`src/design/rgbg_pkg.sv`:
```
package rgbg_pkg;

   localparam int unsigned COORD_W = 10;

   localparam logic [6:0] LUMA_R_COEF = 7'd77;
   localparam logic [7:0] LUMA_G_COEF = 8'd150;
   localparam logic [4:0] LUMA_B_COEF = 5'd29;
   localparam logic [15:0] LUMA_ROUND = 16'd128;

   localparam logic [7:0] LUMA_BLACK = 8'd0;
   localparam logic [7:0] LUMA_WHITE = 8'd255;
   localparam logic [8:0] PLAIN_BIAS = 9'd8;

   // 241 / 4096 is 1/17 scaled up by 4097/4096, exact for values below 4096 / 17 * 17.
   localparam logic [16:0] DIV17_RECIP = 17'd241;
   localparam int unsigned DIV17_SHIFT = 12;
   localparam logic [4:0] LEVEL_MAX = 5'd15;

   typedef logic [7:0] expand5_type [32];
   typedef logic [7:0] expand6_type [64];
   typedef logic [3:0] bayer_type [16];

   function automatic expand5_type build_expand5();
      expand5_type t;
      for (int i = 0; i < 32; i++) begin
         t[i] = 8'(i * 255 / 31);
      end
      return t;
   endfunction

   function automatic expand6_type build_expand6();
      expand6_type t;
      for (int i = 0; i < 64; i++) begin
         t[i] = 8'(i * 255 / 63);
      end
      return t;
   endfunction

   localparam expand5_type EXPAND5_TABLE = build_expand5();
   localparam expand6_type EXPAND6_TABLE = build_expand6();

   // Indexed by {row[1:0], column[1:0]}.
   localparam bayer_type BAYER_TABLE = '{
      4'd0,  4'd8,  4'd2,  4'd10,
      4'd12, 4'd4,  4'd14, 4'd6,
      4'd3,  4'd11, 4'd1,  4'd9,
      4'd15, 4'd7,  4'd13, 4'd5
   };

   typedef struct packed {
      logic [15:0]        pixel_rgb565;
      logic [COORD_W-1:0] column;
      logic [COORD_W-1:0] row;
   } pixel_type;

   typedef struct packed {
      logic [7:0]         red;
      logic [7:0]         green;
      logic [7:0]         blue;
      logic [COORD_W-1:0] column;
      logic [COORD_W-1:0] row;
   } rgb8_type;

   typedef struct packed {
      logic [14:0]        red_prod;
      logic [15:0]        green_prod;
      logic [12:0]        blue_prod;
      logic [COORD_W-1:0] column;
      logic [COORD_W-1:0] row;
   } prod_type;

   typedef struct packed {
      logic [7:0]         luma;
      logic [COORD_W-1:0] column;
      logic [COORD_W-1:0] row;
   } luma_type;

   typedef struct packed {
      logic [8:0]         biased;
      logic [COORD_W-1:0] column;
      logic [COORD_W-1:0] row;
   } biased_type;

   typedef struct packed {
      logic [3:0]         gray_level;
      logic [COORD_W-1:0] column;
      logic [COORD_W-1:0] row;
   } result_type;

endpackage

```
`src/design/rgbg_expand.sv`:
```
module rgbg_expand
   import rgbg_pkg::*;
(
   input  logic      clock,
   input  logic      reset,
   input  logic      in_valid,
   output logic      in_ready,
   input  pixel_type in_data,
   output logic      out_valid,
   input  logic      out_ready,
   output rgb8_type  out_data
);

   logic     valid_ff;
   rgb8_type data_ff;
   rgb8_type data_in;

   assign in_ready = ~valid_ff | out_ready;

   always_comb begin
      data_in.red    = EXPAND5_TABLE[in_data.pixel_rgb565[15:11]];
      data_in.green  = EXPAND6_TABLE[in_data.pixel_rgb565[10:5]];
      data_in.blue   = EXPAND5_TABLE[in_data.pixel_rgb565[4:0]];
      data_in.column = in_data.column;
      data_in.row    = in_data.row;
   end

   always_ff @(posedge clock) begin
      if (reset) begin
         valid_ff <= 1'b0;
      end else if (in_ready) begin
         valid_ff <= in_valid;
      end
   end

   always_ff @(posedge clock) begin
      if (in_ready && in_valid) begin
         data_ff <= data_in;
      end
   end

   assign out_valid = valid_ff;
   assign out_data  = data_ff;

endmodule

```
`src/design/rgbg_luma.sv`:
```
module rgbg_luma
   import rgbg_pkg::*;
(
   input  logic     clock,
   input  logic     reset,
   input  logic     in_valid,
   output logic     in_ready,
   input  rgb8_type in_data,
   output logic     out_valid,
   input  logic     out_ready,
   output luma_type out_data
);

   logic        prod_valid_ff;
   prod_type    prod_ff;
   prod_type    prod_in;
   logic        prod_ready;
   logic        luma_valid_ff;
   luma_type    luma_ff;
   luma_type    luma_in;
   logic [15:0] sum;

   assign prod_ready = ~luma_valid_ff | out_ready;
   assign in_ready   = ~prod_valid_ff | prod_ready;

   always_comb begin
      prod_in.red_prod   = 15'(in_data.red) * 15'(LUMA_R_COEF);
      prod_in.green_prod = 16'(in_data.green) * 16'(LUMA_G_COEF);
      prod_in.blue_prod  = 13'(in_data.blue) * 13'(LUMA_B_COEF);
      prod_in.column     = in_data.column;
      prod_in.row        = in_data.row;
   end

   always_comb begin
      sum = 16'(prod_ff.red_prod) + prod_ff.green_prod + 16'(prod_ff.blue_prod)
            + LUMA_ROUND;
      luma_in.luma   = sum[15:8];
      luma_in.column = prod_ff.column;
      luma_in.row    = prod_ff.row;
   end

   always_ff @(posedge clock) begin
      if (reset) begin
         prod_valid_ff <= 1'b0;
         luma_valid_ff <= 1'b0;
      end else begin
         if (in_ready) begin
            prod_valid_ff <= in_valid;
         end
         if (prod_ready) begin
            luma_valid_ff <= prod_valid_ff;
         end
      end
   end

   always_ff @(posedge clock) begin
      if (in_ready && in_valid) begin
         prod_ff <= prod_in;
      end
      if (prod_ready && prod_valid_ff) begin
         luma_ff <= luma_in;
      end
   end

   assign out_valid = luma_valid_ff;
   assign out_data  = luma_ff;

endmodule

```
`src/design/rgbg_quant.sv`:
```
module rgbg_quant
   import rgbg_pkg::*;
(
   input  logic       clock,
   input  logic       reset,
   input  logic       dither_enable,
   input  logic       in_valid,
   output logic       in_ready,
   input  luma_type   in_data,
   output logic       out_valid,
   input  logic       out_ready,
   output result_type out_data
);

   logic        bias_valid_ff;
   biased_type  bias_ff;
   biased_type  bias_in;
   logic        bias_ready;
   logic        level_valid_ff;
   result_type  level_ff;
   result_type  level_in;
   logic [3:0]  bayer;
   logic [16:0] scaled;
   logic [4:0]  quotient;

   assign bias_ready = ~level_valid_ff | out_ready;
   assign in_ready   = ~bias_valid_ff | bias_ready;

   always_comb begin
      bayer = BAYER_TABLE[{in_data.row[1:0], in_data.column[1:0]}];
      if (dither_enable && in_data.luma != LUMA_BLACK && in_data.luma != LUMA_WHITE) begin
         bias_in.biased = {1'b0, in_data.luma} + {5'b0, bayer};
      end else begin
         bias_in.biased = {1'b0, in_data.luma} + PLAIN_BIAS;
      end
      bias_in.column = in_data.column;
      bias_in.row    = in_data.row;
   end

   always_comb begin
      scaled   = 17'(bias_ff.biased) * DIV17_RECIP;
      quotient = scaled[DIV17_SHIFT +: 5];
      if (quotient > LEVEL_MAX) begin
         level_in.gray_level = LEVEL_MAX[3:0];
      end else begin
         level_in.gray_level = quotient[3:0];
      end
      level_in.column = bias_ff.column;
      level_in.row    = bias_ff.row;
   end

   always_ff @(posedge clock) begin
      if (reset) begin
         bias_valid_ff  <= 1'b0;
         level_valid_ff <= 1'b0;
      end else begin
         if (in_ready) begin
            bias_valid_ff <= in_valid;
         end
         if (bias_ready) begin
            level_valid_ff <= bias_valid_ff;
         end
      end
   end

   always_ff @(posedge clock) begin
      if (in_ready && in_valid) begin
         bias_ff <= bias_in;
      end
      if (bias_ready && bias_valid_ff) begin
         level_ff <= level_in;
      end
   end

   assign out_valid = level_valid_ff;
   assign out_data  = level_ff;

endmodule

```
`src/design/rgb565_to_gray4_bayer_dither_top.sv`:
```
// RGB565 to 4-bit gray converter with 4x4 ordered dither.
// The req channel carries one pixel per beat: its RGB565 color and its column
// and row. The rsp channel returns one beat per pixel with the 4-bit gray level
// and the same column and row, in the order the pixels arrived.
// The csr port writes the dither enable bit; it should only be written while
// no pixels are in flight.
// The datapath is five register stages: channel expansion, luma products, luma
// sum, dither add, and the divide by 17 with clamp, the last of which is the
// output register. A new pixel is accepted every cycle while the rsp receiver
// is ready.
// Each stage has its own valid bit and takes a new beat when it is empty or
// when the stage after it moves, so a stalled receiver fills the stages one by
// one and req_tready drops only once all five hold a pixel.
// Reset empties all stages and sets dither enable to one.
module rgb565_to_gray4_bayer_dither_top
   import rgbg_pkg::*;
(
   input  logic        clock,
   input  logic        reset,
   input  logic        req_tvalid,
   output logic        req_tready,
   input  logic [39:0] req_tdata,   // pixel_rgb565[15:0], column[25:16], row[35:26]
   output logic        rsp_tvalid,
   input  logic        rsp_tready,
   output logic [23:0] rsp_tdata,   // gray_level[3:0], out_column[13:4], out_row[23:14]
   input  logic        csr_wr_en,
   input  logic        csr_wr_data
);

   logic       dither_enable_ff;
   pixel_type  pixel;
   logic       rgb_valid;
   logic       rgb_ready;
   rgb8_type   rgb_data;
   logic       luma_valid;
   logic       luma_ready;
   luma_type   luma_data;
   result_type result;

   always_ff @(posedge clock) begin
      if (reset) begin
         dither_enable_ff <= 1'b1;
      end else if (csr_wr_en) begin
         dither_enable_ff <= csr_wr_data;
      end
   end

   assign pixel.pixel_rgb565 = req_tdata[15:0];
   assign pixel.column       = req_tdata[25:16];
   assign pixel.row          = req_tdata[35:26];

   rgbg_expand u_expand (
      .clock     (clock),
      .reset     (reset),
      .in_valid  (req_tvalid),
      .in_ready  (req_tready),
      .in_data   (pixel),
      .out_valid (rgb_valid),
      .out_ready (rgb_ready),
      .out_data  (rgb_data)
   );

   rgbg_luma u_luma (
      .clock     (clock),
      .reset     (reset),
      .in_valid  (rgb_valid),
      .in_ready  (rgb_ready),
      .in_data   (rgb_data),
      .out_valid (luma_valid),
      .out_ready (luma_ready),
      .out_data  (luma_data)
   );

   rgbg_quant u_quant (
      .clock         (clock),
      .reset         (reset),
      .dither_enable (dither_enable_ff),
      .in_valid      (luma_valid),
      .in_ready      (luma_ready),
      .in_data       (luma_data),
      .out_valid     (rsp_tvalid),
      .out_ready     (rsp_tready),
      .out_data      (result)
   );

   assign rsp_tdata = {result.row, result.column, result.gray_level};

endmodule

```
`config.mk`:
```
export PLATFORM = sky130hd
export DESIGN_NAME = rgb565_to_gray4_bayer_dither_top
export DESIGN_NICKNAME = d
export VERILOG_FILES = /design/src/design/rgbg_pkg.sv /design/src/design/rgbg_expand.sv /design/src/design/rgbg_luma.sv /design/src/design/rgbg_quant.sv /design/src/design/rgb565_to_gray4_bayer_dither_top.sv
export SDC_FILE = /design/constraint.sdc
export NUM_CORES = 1
export LEC_CHECK = 0
export ABC_CLOCK_PERIOD_IN_PS = 10780
export BUFFER_PORTS_ARGS = -buffer_cell sky130_fd_sc_hd__buf_2
export CORE_UTILIZATION = 35
export DETAILED_ROUTE_END_ITERATION = 8
export HOLD_SLACK_MARGIN = 0.12
export PLACE_DENSITY = 0.6
export SYNTH_ARGS = -nofsm -noshare
export SYNTH_HDL_FRONTEND = slang
export SYNTH_SLANG_ARGS = --single-unit
```
`constraint.sdc`:
```
create_clock -name clock -period 10.78 [get_ports clock]
set_input_delay 0.539 -clock clock [delete_from_list [all_inputs] [get_ports clock]]
set_output_delay 0.539 -clock clock [all_outputs]
set_load 0.01 [all_outputs]
```
==> results of run 1 <==
[placed cells by master (no fill, tap or decap), drive strengths merged, types with 2 or more instances in the layout]
cell type	netlist	routed
a211o	2	2
nand2	37	37
edfxtp	188	188
nand3	4	4
nor3	5	5
xnor2	30	30
a31oi	4	4
nand2b	6	6
ha	163	163
a21o	10	10
o21ai	29	29
nand4	4	4
nand3b	2	2
a21oi	38	38
fa	56	56
nor2	37	37
buf	0	71
inv	113	123
o211ai	2	2
a211oi	8	8
or3	2	2
o21bai	5	5
dfxtp	6	6
a31o	2	2
a21boi	4	4
nor4	2	2
xor2	17	17
clkbuf	1	17
nor2b	13	13
o21a	7	7
mux2i	3	3
clkinv	0	5
[area by class of cell]
class / count / share of cell area
multi-input cells: 511 / 0.394
repair buffers: 71 / 0.0287
well taps: 402 / 0.0396
clock buffers: 17 / 0.0335
clock inverters: 15 / 0.0173
flip-flops and latches: 194 / 0.453
inverters: 113 / 0.0334
[cells by family after synthesis]
logic type | Yosys count | share of synthesized area
compound gates | 125 | 0.0735
xor+xnor | 47 | 0.0369
fa+ha+maj | 219 | 0.283
buf+inv | 114 | 0.0383
flops | 194 | 0.516
mux | 4 | 0.00370
simple gates | 116 | 0.0481
[flip-flops by register name (all words and copies together) (netlist names)]
name,cells
u_luma.out_valid,1
u_quant.out_valid,1
u_expand.out_valid,1
u_quant.bias_valid_ff,1
u_luma.luma_in,20
dither_enable_ff,1
u_luma.out_data,28
u_luma.prod_valid_ff,1
u_quant.bias_ff,29
u_quant.out_data,24
u_luma.prod_ff,43
u_expand.out_data,44
[metal layers]
| layer | part of all wire | GRT usage | routed length (um) | up-vias |
|---|---|---|---|---|
| met1 | 0.47 | 0.141 | 8020 | 2848 |
| met2 | 0.48 | 0.188 | 8260 | 74 |
| met3 | 0.029 | 0.0241 | 495 | 17 |
| li1 | - | - | - | 3104 |
| met5 | 0 | 0 | 0 | - |
| met4 | 0.018 | 0.0410 | 314 | 0 |
[cell usage after synthesis, drive strengths merged (2+ instances only)]
cell	count	share of area
a31oi	4	0.0034
nand4	4	0.0022
edfxtp	188	0.51
nand3	4	0.0018
inv	113	0.038
a31o	2	0.0016
mux2i	3	0.0027
o21ai	29	0.013
o21a	7	0.0047
o211ai	2	0.0013
o21bai	5	0.0034
a211o	2	0.0016
or3	2	0.0011
nand3b	2	0.0013
xor2	17	0.013
nor2	37	0.012
dfxtp	6	0.011
a21boi	4	0.0027
nor3	5	0.0022
nor2b	13	0.0073
xnor2	30	0.024
fa	56	0.10
a21oi	38	0.018
a21o	10	0.0067
a211oi	8	0.0054
nor4	2	0.0011
nand2	37	0.012
ha	163	0.18
nand2b	6	0.0034
[through the flow]
step / setup slack, ns / std cells / cell area, um^2
final: 6.56 / 1323 / 12700
after global routing: 6.32 / 1323 / 12700
after CTS: 6.51 / 1323 / 12700
after detailed placement: 6.54 / 1291 / 12100
after global placement: 6.53 / 1291 / 12100
after floorplan: 4.68 / 819 / 11200
[power by group]
| part | internal, uW | switching [uW] | total [uW] |
|---|---|---|---|
| Combinational | 563 | 646 | 1210 |
| Clock | 329 | 339 | 668 |
| Sequential | 979 | 56.4 | 1040 |
| Total | 1870 | 1040 | 2910 |
[final timing paths]
check / slack (ns) / endpoint / cells after the start / from
worst max-delay path: 6.56 / u_quant.out_data[21]$_SDFFCE_PN1P_ / 13 / u_quant.bias_ff[25]$_DFFE_PP_
worst min-delay path: 0.27 / u_expand.out_data[19]$_DFFE_PP_ / 1 / req_tdata[25]
worst max register to register: 6.56 / u_quant.out_data[21]$_SDFFCE_PN1P_ / 13 / u_quant.bias_ff[25]$_DFFE_PP_
worst min register to register: 0.41 / u_quant.out_data[8]$_DFFE_PP_ / 0 / u_quant.bias_ff[8]$_DFFE_PP_
==> results.cfg, run 1 <==
[power]
power.density_mw_per_mm2 = 229
vdd_drop_max_v = 0.000193
power.leakage_uw = 0.00542
power_uw = 2910

[place]
io_buffers = 67
hpwlAfterDp_um = 13100
gp_congestion = 0.808

[global_routing]
grt_overflow = 0
grt_pass1_wl_um = 28900
grt_max_degree = 64
grt_use_total = 0.112
antenna_found_initial = 0
grt_pass1_vias = 6040

[drt]
dr.first_iter.drc_count = 318
dr.pass1.iters = 5
drc_errors = 0
wl_per_cell_um = 12.9
num_vias = 6043
wirelength_um = 17100
viasPerCell = 4.57
ant_nets = 0

[timing]
fmax_ghz = 0.237
rsz0062_at_grt = false
tns_ns = 0
skew_ns = 0.0164
slew_viol_final = 0
period_share = 0.391
tightest_slew_ns = 0.986
fin_crit_ns = 4.22
holdWs_ns = 0.272
hold_viol_final = 0
relSlewSlack = 0.341
finalSetupViolCount = 0

[synthesis]
async_reset_ff_frac = 0
synth-warning-count = 0
netlist_area_mm2 = 0.0112
synth_cells = 819
synth_area_per_cell_um2 = 13.6
syn-num-nets = 1084
ys_dominant_reg_cell = edfxtp_1
ys_types = 54
ys_ff_latch = 194
yosysSeqAreaShare = 0.516
synth_edf_count = 188

[clock_tree]
clock_latency_ns = 0.44
cts_tree = yes
post_cts_buffers = 0
cts_buffer_depth = 2
hold_buffers = 0
clock_sinks = 194
cts_resized = 0
clk_pin_slew_ns = 0.09
clock-root-buffer = clkbuf_16
cts_max_level = 4
numCtsBuffers = 17

[setup_path]
cpMaxStageDelayCell = fa_1
start_kind = register
max_stage_delay_ns = 0.51
crit_chain = inv_1 > fa_1 > fa_1 > inv_1 > ha_1 > ha_1 > ha_1 > a211oi_1 > o211ai_1 > a211oi_1 > a21oi_1 > xor2_1 > a21bo_2
cp.required_ns = 10.97
worst-setup-path-type = reg -> reg
cp.arrival_ns = 4.41
crit_path_end_kind = register
path_common_cell = ha_1
worstPathMaxFanout = 4
cp_top_family = adder cells
crit_buf_inv = 2

[run]
cap_violations = 0

[die]
core_area_mm2 = 0.0315
dieArea_mm2 = 0.0326
die_w_um = 181
die_h_um = 181
start_util = 0.355
num_rows = 65
pin_count = 72

[min_path]
min_path_type = in -> reg

[layout]
diodes = 0
ff_latch_area_mm2 = 0.00577
final_core_util = 0.404
drive_gt1_frac = 0.127
multiInputGateArea_mm2 = 0.00501
final_nets = 1173
syn_to_final_growth_pct = 13.9
nFillCells = 2890

[status]
outcome = completed
Note: power is estimated with default switching activity, not from simulation.
==> run 2: changes to the inputs <==
--- a/config.mk
+++ b/config.mk
@@ -5,12 +5,12 @@
 export SDC_FILE = /design/constraint.sdc
 export NUM_CORES = 1
 export LEC_CHECK = 0
-export ABC_CLOCK_PERIOD_IN_PS = 10780
+export ABC_CLOCK_PERIOD_IN_PS = 3750
 export BUFFER_PORTS_ARGS = -buffer_cell sky130_fd_sc_hd__buf_2
 export CORE_UTILIZATION = 35
 export DETAILED_ROUTE_END_ITERATION = 8
 export HOLD_SLACK_MARGIN = 0.12
-export PLACE_DENSITY = 0.6
+export PLACE_DENSITY = 0.62
 export SYNTH_ARGS = -nofsm -noshare
 export SYNTH_HDL_FRONTEND = slang
 export SYNTH_SLANG_ARGS = --single-unit
==> constraint.sdc (replaced) <==
create_clock -name clock -period 3.75 [get_ports clock]
set_input_delay 0.1875 -clock clock [delete_from_list [all_inputs] [get_ports clock]]
set_output_delay 0.1875 -clock clock [all_outputs]
set_load 0.01 [all_outputs]
==> results.cfg, run 2 (synthesis results as in run 1) <==
[status]
outcome = finished, violations left
violations = negative setup slack

[min_path]
min_path_cells = 4
min_path_type = in -> reg

[die]
die_w_um = 181
dieArea_mm2 = 0.0326
num_rows = 65
pin_count = 72
die_h_um = 181
start_util = 0.355
core_area_mm2 = 0.0315

[power]
netSwitchingPower_uw = 3130
p_comb_frac = 0.435
p_seq_frac = 0.340
switching_share = 0.359
vdd_drop_max_v = 0.000583
power.density_mw_per_mm2 = 647
internal-power_uw = 5600
power.leakage_uw = 0.00577
p_clk_frac = 0.225

[layout]
nFillCells = 2858
drive_gt1_frac = 0.178
final_common_cell = edfxtp_1
final_cell_mix = 188 x edfxtp_1, 159 x ha_1, 108 x inv_1
design_area_mm2 = 0.0135
largest_reg_flops = 44
diodes = 0
fin_cells = 1400
final_nets = 1250
syn_to_final_growth_pct = 21.0

[global_routing]
grt_use_total = 0.116
grt_pass1_vias = 6343
antenna_found_initial = 0
grt_max_degree = 64
grt_pass1_wl_um = 30100
grt_overflow = 0

[clock_tree]
clock_latency_ns = 0.44
clk_pin_slew_ns = 0.09
cts_buffer_depth = 2
numCtsBuffers = 17
cts_tree = yes
clock_sinks = 194
cts_max_level = 4
clock-root-buffer = clkbuf_16

[drt]
drc_errors = 0
ant_nets = 0
wirelength_um = 18200
top_layer = met4
routed-wl-met2_um = 9380
dr.first_iter.drc_count = 260
wl_per_cell_um = 13.0
wl_met3_um = 492
dr.pass1.iters = 4
num_vias = 6408
met1_length_um = 8170
viasPerCell = 4.58

[place]
placed_cells = 1320
hpwlAfterDp_um = 13500
pre_cts_slack_ns = -0.172
gp_congestion = 0.775
io_buffers = 67
place_area_mm2 = 0.0123

[setup_path]
cp.required_ns = 3.95
cp.arrival_ns = 4.07
reg2reg_depth = 12
worstPathMaxFanout = 3
cpMaxStageDelayCell = fa_2
crit_path_end_kind = register
start_kind = register
crit_chain = buf_6 > fa_2 > fa_2 > fa_1 > ha_1 > ha_1 > nand2_1 > o211ai_1 > a211oi_2 > a21oi_2 > xor2_1 > a21bo_2
max_stage_delay_ns = 0.55
worst-setup-path-type = reg -> reg

[run]
cap_violations = 0

[timing]
hold_viol_final = 0
fmax_ghz = 0.259
slew_viol_final = 0
tns_ns = -0.177
fin_crit_ns = 3.86
skew_ns = 0.0178
rsz0062_at_grt = true
relSlewSlack = 0.361
tightest_slew_ns = 0.956
finalSetupViolCount = 3
setup_slack_ns = -0.113
period_share = 1.03
## run 2: final cells by class
| cell class | instances | area [um^2] | area share |
|---|---|---|---|
| flip-flops and latches | 194 | 5770 | 0.427 |
| inverters | 113 | 424 | 0.0314 |
| multi-input cells | 511 | 5120 | 0.379 |
| well taps | 402 | 503 | 0.0372 |
| clock buffers | 17 | 425 | 0.0315 |
| clock inverters | 15 | 223 | 0.0165 |
| repair buffers | 148 | 1050 | 0.0777 |
## run 2: worst paths after layout
kind                                  from                            endpoint  slack (ns)
max          u_quant.bias_ff[22]$_DFFE_PP_  u_quant.out_data[21]$_SDFFCE_PN1P_       -0.11
min                             rsp_tready  u_quant.bias_valid_ff$_SDFFE_PP0P_        0.19
max reg2reg  u_quant.bias_ff[22]$_DFFE_PP_  u_quant.out_data[21]$_SDFFCE_PN1P_       -0.11
min reg2reg  u_luma.out_data[19]$_DFFE_PP_       u_quant.bias_ff[19]$_DFFE_PP_        0.41
## run 2: worst max-delay path, delay by kind of cell (launching register included)
family                   cells  cell delay [ns]
buffers and inverters        1             0.15
adder cells (fa/ha/maj)      5             2.01
AND/OR/NAND/NOR              1             0.04
AO/OA/AOI/OAI                4             0.83
XOR/XNOR                     1             0.17
flip-flops                   1             0.43
## run 2: per-stage QoR
stage / hold slack (ns) / utilization / power (uW)
4_1_cts: 0.168 / 0.425 / 8710
5_1_grt: 0.178 / 0.429 / 9500
2_1_floorplan: 0.257 / - / 5800
3_3_place_gp: 0.365 / 0.391 / 6540
3_5_place_dp: 0.366 / 0.391 / 6610
6_report: 0.185 / 0.429 / 8730
## run 2: routing by layer
| layer | vias to the layer above | global-route usage |
|---|---|---|
| li1 | 3261 | - |
| met1 | 3066 | 0.143 |
| met2 | 69 | 0.209 |
| met3 | 12 | 0.0238 |
| met4 | 0 | 0.0274 |
| met5 | - | 0 |
## run 2: power groups by stage
stage | Combinational (uW) | Sequential (uW) | Clock (uW)
after floorplan | 2820 | 2980 | 0
after global placement | 3520 | 3020 | 0
after detailed placement | 3580 | 3030 | 0
after CTS | 3680 | 2980 | 2050
after global routing | 4390 | 3000 | 2110
final | 3800 | 2970 | 1970
## run 2: repair_timing
| item | in CTS | in global routing |
|---|---|---|
| resized for setup | 7 | 17 |
| hold endpoints to repair | 47 | 0 |
| hold buffers | 41 | 0 |
| pin swaps | 5 | 15 |
| setup endpoints to repair | 5 | 10 |
| setup buffers | 3 | 4 |
==> run 3: changes to the inputs <==
--- a/config.mk
+++ b/config.mk
@@ -7,10 +7,13 @@
 export LEC_CHECK = 0
 export ABC_CLOCK_PERIOD_IN_PS = 3750
 export BUFFER_PORTS_ARGS = -buffer_cell sky130_fd_sc_hd__buf_2
+export CAP_MARGIN = 20
 export CORE_UTILIZATION = 35
 export DETAILED_ROUTE_END_ITERATION = 8
 export HOLD_SLACK_MARGIN = 0.12
 export PLACE_DENSITY = 0.62
+export SKIP_LAST_GASP = 1
 export SYNTH_ARGS = -nofsm -noshare
 export SYNTH_HDL_FRONTEND = slang
 export SYNTH_SLANG_ARGS = --single-unit
+export TNS_END_PERCENT = 30
==> results.cfg, run 3 (synthesis results as in run 1) <==
[status]
outcome = finished, violations left
violations = negative setup slack

[setup_path]
crit_chain = buf_6 > fa_1 > fa_1 > fa_2 > ha_4 > ha_4 > a211oi_2 > o211ai_1 > buf_4 > buf_4 > o211a_1 > o21ai_1 > nand2_1 > a21bo_2
worstPathMaxFanout = 2
start_kind = register
cp.arrival_ns = 4.12
worst-setup-path-type = reg -> reg
max_stage_delay_ns = 0.58
cpMaxStageDelayCell = fa_2
crit_path_end_kind = register
cp.required_ns = 3.95

[place]
gp_congestion = 0.775
io_buffers = 67
place_area_mm2 = 0.0123
hpwlAfterDp_um = 13700

[drt]
wirelength_um = 18500
num_vias = 6441
dr.pass1.iters = 4
viasPerCell = 4.59
wl_per_cell_um = 13.2
dr.first_iter.drc_count = 265
drc_errors = 0
ant_nets = 0

[power]
power.leakage_uw = 0.00577
switching_share = 0.356
p_comb_frac = 0.440
p_seq_frac = 0.338
netSwitchingPower_uw = 3140
power.density_mw_per_mm2 = 648
internal-power_uw = 5660
p_clk_frac = 0.222
vdd_drop_max_v = 0.000593

[clock_tree]
clk_pin_slew_ns = 0.09
clock_sinks = 194
cts_tree = yes
numCtsBuffers = 17
cts_max_level = 4
cts_buffer_depth = 2
clock_latency_ns = 0.44
clock-root-buffer = clkbuf_16

[global_routing]
use_met3 = 0.0236
gr-usage-met1 = 0.142
antenna_found_initial = 0
grt_use_total = 0.119
grt_busiest_layer = met2
use_met2 = 0.215
grt_overflow = 0
grt_max_degree = 64
grt_pass1_wl_um = 30800
grt_pass1_vias = 6466

[layout]
ff_latch_area_mm2 = 0.00577
final_common_cell = edfxtp_1
design_area_mm2 = 0.0136
largest_reg_flops = 44
diodes = 0
drive_gt1_frac = 0.177
final_core_util = 0.431
nFillCells = 2857
syn_to_final_growth_pct = 21.5
final_nets = 1253
multiInputGateArea_mm2 = 0.00515
final_cell_mix = 188 x edfxtp_1, 154 x ha_1, 107 x inv_1

[timing]
period_share = 1.04
slew_viol_final = 0
finalSetupViolCount = 5
fin_crit_ns = 3.91
setup_slack_ns = -0.164
holdWs_ns = 0.411
rsz0062_at_grt = true
hold_viol_final = 0
skew_ns = 0.0211
tightest_slew_ns = 0.805
fmax_ghz = 0.256
relSlewSlack = 0.463

[die]
start_util = 0.355
core_area_mm2 = 0.0315
dieArea_mm2 = 0.0326
pin_count = 72
die_h_um = 181
num_rows = 65
die_w_um = 181

[run]
cap_violations = 0

[min_path]
min_path_type = reg -> reg
[run 3: cell count changes in the layout (fill, tap and decap cells not counted), sizes merged]
cell and change:
buf +3
[run 3: timing repair]
item	in CTS	in global routing
hold endpoints to repair	47	0
setup buffers	2	5
pin swaps	8	13
setup endpoints to repair	5	9
cloned	0	0
resized for setup	7	18
hold buffers	41	0
[run 3: routing by layer]
| metal | routed length, um | share of wire |
|---|---|---|
| met4 | 249 | 0.013 |
| met3 | 395 | 0.021 |
| met2 | 9600 | 0.52 |
| met5 | 0 | 0 |
| met1 | 8290 | 0.45 |
[run 3: worst max-delay path, delay by kind of cell, from the launching register on]
family                     cells  cell delay, ns
adders and majority gates      5            1.91
and+or+nand+nor                1            0.07
buffers and inverters          3            0.43
DFF                            1            0.42
AOI/OAI and AO/OA              5            0.85
[run 3: final timing paths]
check / start / endpoint / slack, ns / cells after the start
setup / recovery: u_quant.bias_ff[22]$_DFFE_PP_ / u_quant.out_data[21]$_SDFFCE_PN1P_ / -0.16 / 14
hold / removal: u_luma.luma_in[5]$_DFFE_PP_ / u_luma.out_data[5]$_DFFE_PP_ / 0.41 / 0
setup reg to reg: u_quant.bias_ff[22]$_DFFE_PP_ / u_quant.out_data[21]$_SDFFCE_PN1P_ / -0.16 / 14
hold reg to reg: u_luma.luma_in[5]$_DFFE_PP_ / u_luma.out_data[5]$_DFFE_PP_ / 0.41 / 0
[run 3: area by class of cell]
| type | count | share of cell area |
|---|---|---|
| sequential | 194 | 0.425 |
| clock inverter | 15 | 0.0165 |
| clock buffer | 17 | 0.0314 |
| inverter | 113 | 0.0315 |
| timing repair buffer | 151 | 0.0790 |
| multi-input combinational | 511 | 0.380 |
| tap | 402 | 0.0371 |
[run 3: power by group through the flow]
stage	Clock (uW)	Sequential, uW	Combinational (uW)
5_1_grt	2100	3000	4430
3_5_place_dp	0	3030	3610
6_report	1950	2970	3870
4_1_cts	2030	2980	3770
3_3_place_gp	0	3020	3540
2_1_floorplan	0	2980	2820
[run 3: metrics by stage]
stage / worst slack, ns / setup TNS [ns] / total power [uW] / std cells
after global routing: -0.346 / -1.85 / 9530 / 1403
after CTS: -0.128 / -0.363 / 8770 / 1398
after global placement: -0.187 / -0.504 / 6560 / 1323
after detailed placement: -0.323 / -1.07 / 6630 / 1323
after floorplan: -0.144 / -0.165 / 5790 / 819
final: -0.164 / -0.478 / 8800 / 1403
